**src/lsbt_pkg.sv**
```systemverilog
// Shared types and constants for the line-of-sight block test.
`timescale 1ns / 1ps

package lsbt_pkg;

  localparam int CoordW = 16;
  localparam int DiffW  = CoordW + 1;
  localparam int ProdW  = 2 * DiffW;
  localparam int CfgIdxW = 2;
  localparam int CountW = 7;
  localparam int SlotW  = 6;

  localparam logic [CfgIdxW-1:0] REG_BASE_X     = 2'd0;
  localparam logic [CfgIdxW-1:0] REG_BASE_Y     = 2'd1;
  localparam logic [CfgIdxW-1:0] REG_WALL_COUNT = 2'd2;

  localparam logic ACT_LOAD  = 1'b0;
  localparam logic ACT_QUERY = 1'b1;

  typedef struct packed {
    logic                     action;
    logic [SlotW-1:0]         wall_index;
    logic signed [CoordW-1:0] end_a_x;
    logic signed [CoordW-1:0] end_a_y;
    logic signed [CoordW-1:0] end_b_x;
    logic signed [CoordW-1:0] end_b_y;
    logic signed [CoordW-1:0] point_x;
    logic signed [CoordW-1:0] point_y;
  } in_item_t;

  typedef struct packed {
    logic              blocked;
    logic [CountW-1:0] wall_number;
  } out_item_t;

  typedef struct packed {
    logic signed [CoordW-1:0] ax;
    logic signed [CoordW-1:0] ay;
    logic signed [CoordW-1:0] bx;
    logic signed [CoordW-1:0] by;
  } wall_t;

  // cross product p*s - q*r
  typedef struct packed {
    logic signed [DiffW-1:0] p;
    logic signed [DiffW-1:0] q;
    logic signed [DiffW-1:0] r;
    logic signed [DiffW-1:0] s;
  } xp_op_t;

  typedef struct packed {
    logic zero;
    logic neg;
  } xp_sign_t;

endpackage

```
**src/lsbt_cross_unit.sv**
```systemverilog
// Pipelined cross product unit returning the sign of p*s - q*r.
`timescale 1ns / 1ps

module lsbt_cross_unit (
  input  logic               clk_i,
  input  logic               rst_ni,
  input  logic               valid_i,
  input  lsbt_pkg::xp_op_t   op_i,
  output logic               valid_o,
  output lsbt_pkg::xp_sign_t sign_o
);

  lsbt_pkg::xp_op_t                   op_q;
  logic signed [lsbt_pkg::ProdW-1:0]  prod_ps_q;
  logic signed [lsbt_pkg::ProdW-1:0]  prod_qr_q;
  lsbt_pkg::xp_sign_t                 sign_q;
  logic                               v_op_q;
  logic                               v_prod_q;
  logic                               v_sign_q;
  logic signed [lsbt_pkg::ProdW:0]    diff;

  assign diff = {prod_ps_q[lsbt_pkg::ProdW-1], prod_ps_q}
              - {prod_qr_q[lsbt_pkg::ProdW-1], prod_qr_q};

  always_ff @(posedge clk_i or negedge rst_ni) begin
    if (!rst_ni) begin
      v_op_q   <= 1'b0;
      v_prod_q <= 1'b0;
      v_sign_q <= 1'b0;
    end else begin
      v_op_q   <= valid_i;
      v_prod_q <= v_op_q;
      v_sign_q <= v_prod_q;
    end
  end

  always_ff @(posedge clk_i) begin
    op_q      <= op_i;
    prod_ps_q <= op_q.p * op_q.s;
    prod_qr_q <= op_q.q * op_q.r;
    sign_q    <= '{zero: (diff == '0), neg: diff[lsbt_pkg::ProdW]};
  end

  assign valid_o = v_sign_q;
  assign sign_o  = sign_q;

endmodule

```
**config.mk**
```make
export PLATFORM = sky130hd
export DESIGN_NAME = lsbt_cross_unit
export DESIGN_NICKNAME = d
export VERILOG_FILES = /design/src/lsbt_pkg.sv /design/src/lsbt_cross_unit.sv
export SDC_FILE = /design/constraint.sdc
export NUM_CORES = 2
export LEC_CHECK = 0
export BUFFER_PORTS_ARGS = -buffer_cell sky130_fd_sc_hd__clkbuf_2
export CAP_MARGIN = 20
export CORE_MARGIN = 2
export CORE_UTILIZATION = 44
export DETAILED_ROUTE_END_ITERATION = 8
export SLEW_MARGIN = 0
export SYNTH_ARGS = -nofsm -noshare
export SYNTH_HDL_FRONTEND = slang
export SYNTH_SLANG_ARGS = --single-unit
```
**constraint.sdc**
```tcl
create_clock -name clk_i -period 7.5 [get_ports clk_i]
set_clock_uncertainty 0.2 [all_clocks]
set_input_delay 0.75 -clock clk_i [delete_from_list [all_inputs] [get_ports clk_i]]
set_output_delay 0.75 -clock clk_i [all_outputs]
set_load 0.02 [all_outputs]
```
==> impl_metrics.yaml <==
run_status:
  status: "finished, final reports clean"
setup_path:
  cp_cell_sequence: "nand2_1 -> inv_1 -> fa_1 -> fa_1 -> fa_1 -> fa_1 -> fa_1 -> inv_1 -> fa_1 -> inv_1 -> ha_1 -> nand2_1 -> nor2_1 -> and3_1 -> o211ai_1 -> and3_1 -> nor3_1 -> nand4_1 -> a31oi_1 -> xor2_1"
  arrival_ns: 7.15
  cp-end-kind: "flop"
  worstSetupPathType: "flop to flop"
  worst_setup_path_start_kind: "flop"
  worst-path-buf-inv: 3
  path_max_fanout: 17
  path_delay_family: "adder cells"
  cp.required_ns: 7.72
  critPathMostFrequentCell: "fa_1"
  critical-path-max-stage-delay_ns: 0.91
  critPathSlowestCell: "fa_1"
finish:
  nNetsFinal: 3731
  multi_input_comb_area_um2: 21000
  antennaDiodeCount: 0
  nFillCells: 5818
  area_growth_pct: 6.96
  seqCellArea_um2: 2840
  drive_gt1_share_pct: 5.74
clock_network:
  ctsLongestPathBuffers: 2
  htree_levels: 4
  cts_setup_buffers: 0
  cts_buffers: 17
  cts_tree: "yes"
  root_buffer: "clkbuf_16"
  clk_pin_slew_worst_paths_ns: 0.07
  clk_latency_ns: 0.50
  cts_num_sinks: 141
yosys:
  synth_common_cells: "679 x inv_1, 593 x fa_1, 296 x nand2_1"
  synthMuxAreaShare_pct: 0.310
  synth_area_leaders: "fa_1 45%, dfxtp_1 10%, ha_1 9.6%"
  yosys.area.top_type_share_pct: 44.5
  yosysSeqAreaShare_pct: 10.6
  ys_seq_elements: 141
  synth_adder_area_share_pct: 54.1
  synthFlopType: "dfxtp_1"
  avgSynthCellArea_um2: 9.46
  yosys.area_share.simple_pct: 14.8
  synth_compound_area_share_pct: 6.82
  synth_edf_count: 0
  synth_top_family_by_area: "adder cells"
  synthXorXnorAreaFrac_pct: 2.60
  synth-async-reset-ratio_pct: 2.13
  syn_nets: 3686
  yosys.area.top_type: "fa_1"
  syn_inst: 2818
  post_synth_num_cell_types: 85
  synth.cell_area_um2: 26700
  synth_most_common_cell: "inv_1"
  yosysWarnings: 0
routing:
  vias_per_cell: 5.03
  drt_pass1_iterations: 5
  drtAntennaViolNets: 0
  vias: 18406
  avgRoutedWirePerCell_um: 16.3
  dr_wl_met3_mm: 2.91
  met2_length_mm: 29.9
  drt_iter0_markers: 965
  m1WireLength_mm: 25.6
  highest_layer: "met5"
  totalWireLength_mm: 59.7
  drcViolationCount: 0
place:
  io_buffers: 73
  place.gp.congestion: 0.865
  dp_hpwl_mm: 51.0
job:
  drv_cap: 0
timing:
  final.setup.tns_ns: 0
  tightest_slew_ns: 0.980
  rsz0062_at_grt: "no"
  max_freq_mhz: 144
  drv_slew: 0
  hold_violations: 0
  fin_crit_ns: 6.93
  holdWs_ns: 0.149
  fin_crit_sh_pct: 92.4
  relSlewSlack_pct: 32.9
  finalSetupViolations: 0
global_routing:
  grt_max_degree: 18
  antenna_found_initial: 1
  grt_pass1_vias: 20327
  grt_overflow: 0
  grtUsageTotal_pct: 20.8
  grt_pass1_wl_mm: 103
floorplan:
  die_w_um: 250
  die_area_um2: 62600
  ios: 74
  fp.dieH_um: 250
  start_util_pct: 44.3
  num_rows: 90
  core_area_um2: 60100
min_path:
  holdCritPathClass: "flop to flop"
-- metal layers --
metal | vias up | GRT usage (%)
li1 | 8530 | -
met1 | 9438 | 27.6
met2 | 366 | 35.3
met4 | 2 | 6.26
met3 | 70 | 3.14
met5 | - | 0
-- registers in the layout, indices dropped and copies added (netlist names) --
name       count
v_prod_q       1
prod_qr_q     34
op_q          68
sign_o         2
v_op_q         1
valid_o        1
prod_ps_q     34
-- layout make-up --
| cell class | instances | area share [%] |
|---|---|---|
| multi-input cells | 1919 | 73.5 |
| inverters | 679 | 8.94 |
| flip-flops and latches | 141 | 9.95 |
| well taps | 782 | 3.43 |
| clock inverters | 14 | 0.518 |
| repair buffers | 105 | 2.13 |
| clock buffers | 18 | 1.51 |
-- logic make-up (layout without fill, tap and decap cells) --
group	after synthesis	count (layout)
buffers and inverters	758	816
XOR/XNOR	79	79
AND/OR/NAND/NOR	773	773
adder cells (fa/ha/maj)	797	797
flip-flops	141	141
AO/OA/AOI/OAI	262	262
multiplexers	8	8
-- worst paths after layout --
kind	from	to	slack [ns]	cells after the start
worst max-delay path	op_q[67]$_DFF_P_	prod_ps_q[32]$_DFF_P_	0.57	20
min in group asynchronous	rst_ni	valid_o$_DFF_PN0_	0.39	2
max in group asynchronous	rst_ni	v_op_q$_DFF_PN0_	6.61	2
worst min-delay path	v_prod_q$_DFF_PN0_	valid_o$_DFF_PN0_	0.15	0
worst max register to register	op_q[67]$_DFF_P_	prod_ps_q[32]$_DFF_P_	0.57	20
worst min register to register	v_prod_q$_DFF_PN0_	valid_o$_DFF_PN0_	0.15	0
-- layout by cell type, fill, tap and decap left out, types with 19 or more instances in the layout --
cell type  netlist  layout
inv_1          679     679
fa_1           593     593
nand2_1        296     296
and2_1         293     293
ha_1           204     204
dfxtp_1        138     138
clkbuf_2         0      73
nor2_1          71      71
a21oi_1         70      70
xnor2_1         60      60
o21ai_0         45      45
buf_4            0      31
a21o_1          28      28
nand2b_1        20      20
xor2_1          19      19
-- per-stage QoR --
step | setup WS [ns] | instances | cell area (µm²) | utilization, %
finish | 0.570 | 3658 | 28500 | 47.4
global placement | 0.725 | 3625 | 27900 | 46.4
CTS | 0.542 | 3658 | 28500 | 47.4
floorplan | 0.912 | 2818 | 26700 | -
global route | 0.0147 | 3658 | 28500 | 47.4
detailed placement | 0.609 | 3625 | 27900 | 46.4
-- what timing repair did --
action	in CTS	in global routing
resized for setup	0	0
hold buffers	1	0
hold endpoints to repair	3	0
Power is not shown: default switching activity piles up to over one toggle a cycle in this logic, so the estimate is an artifact.
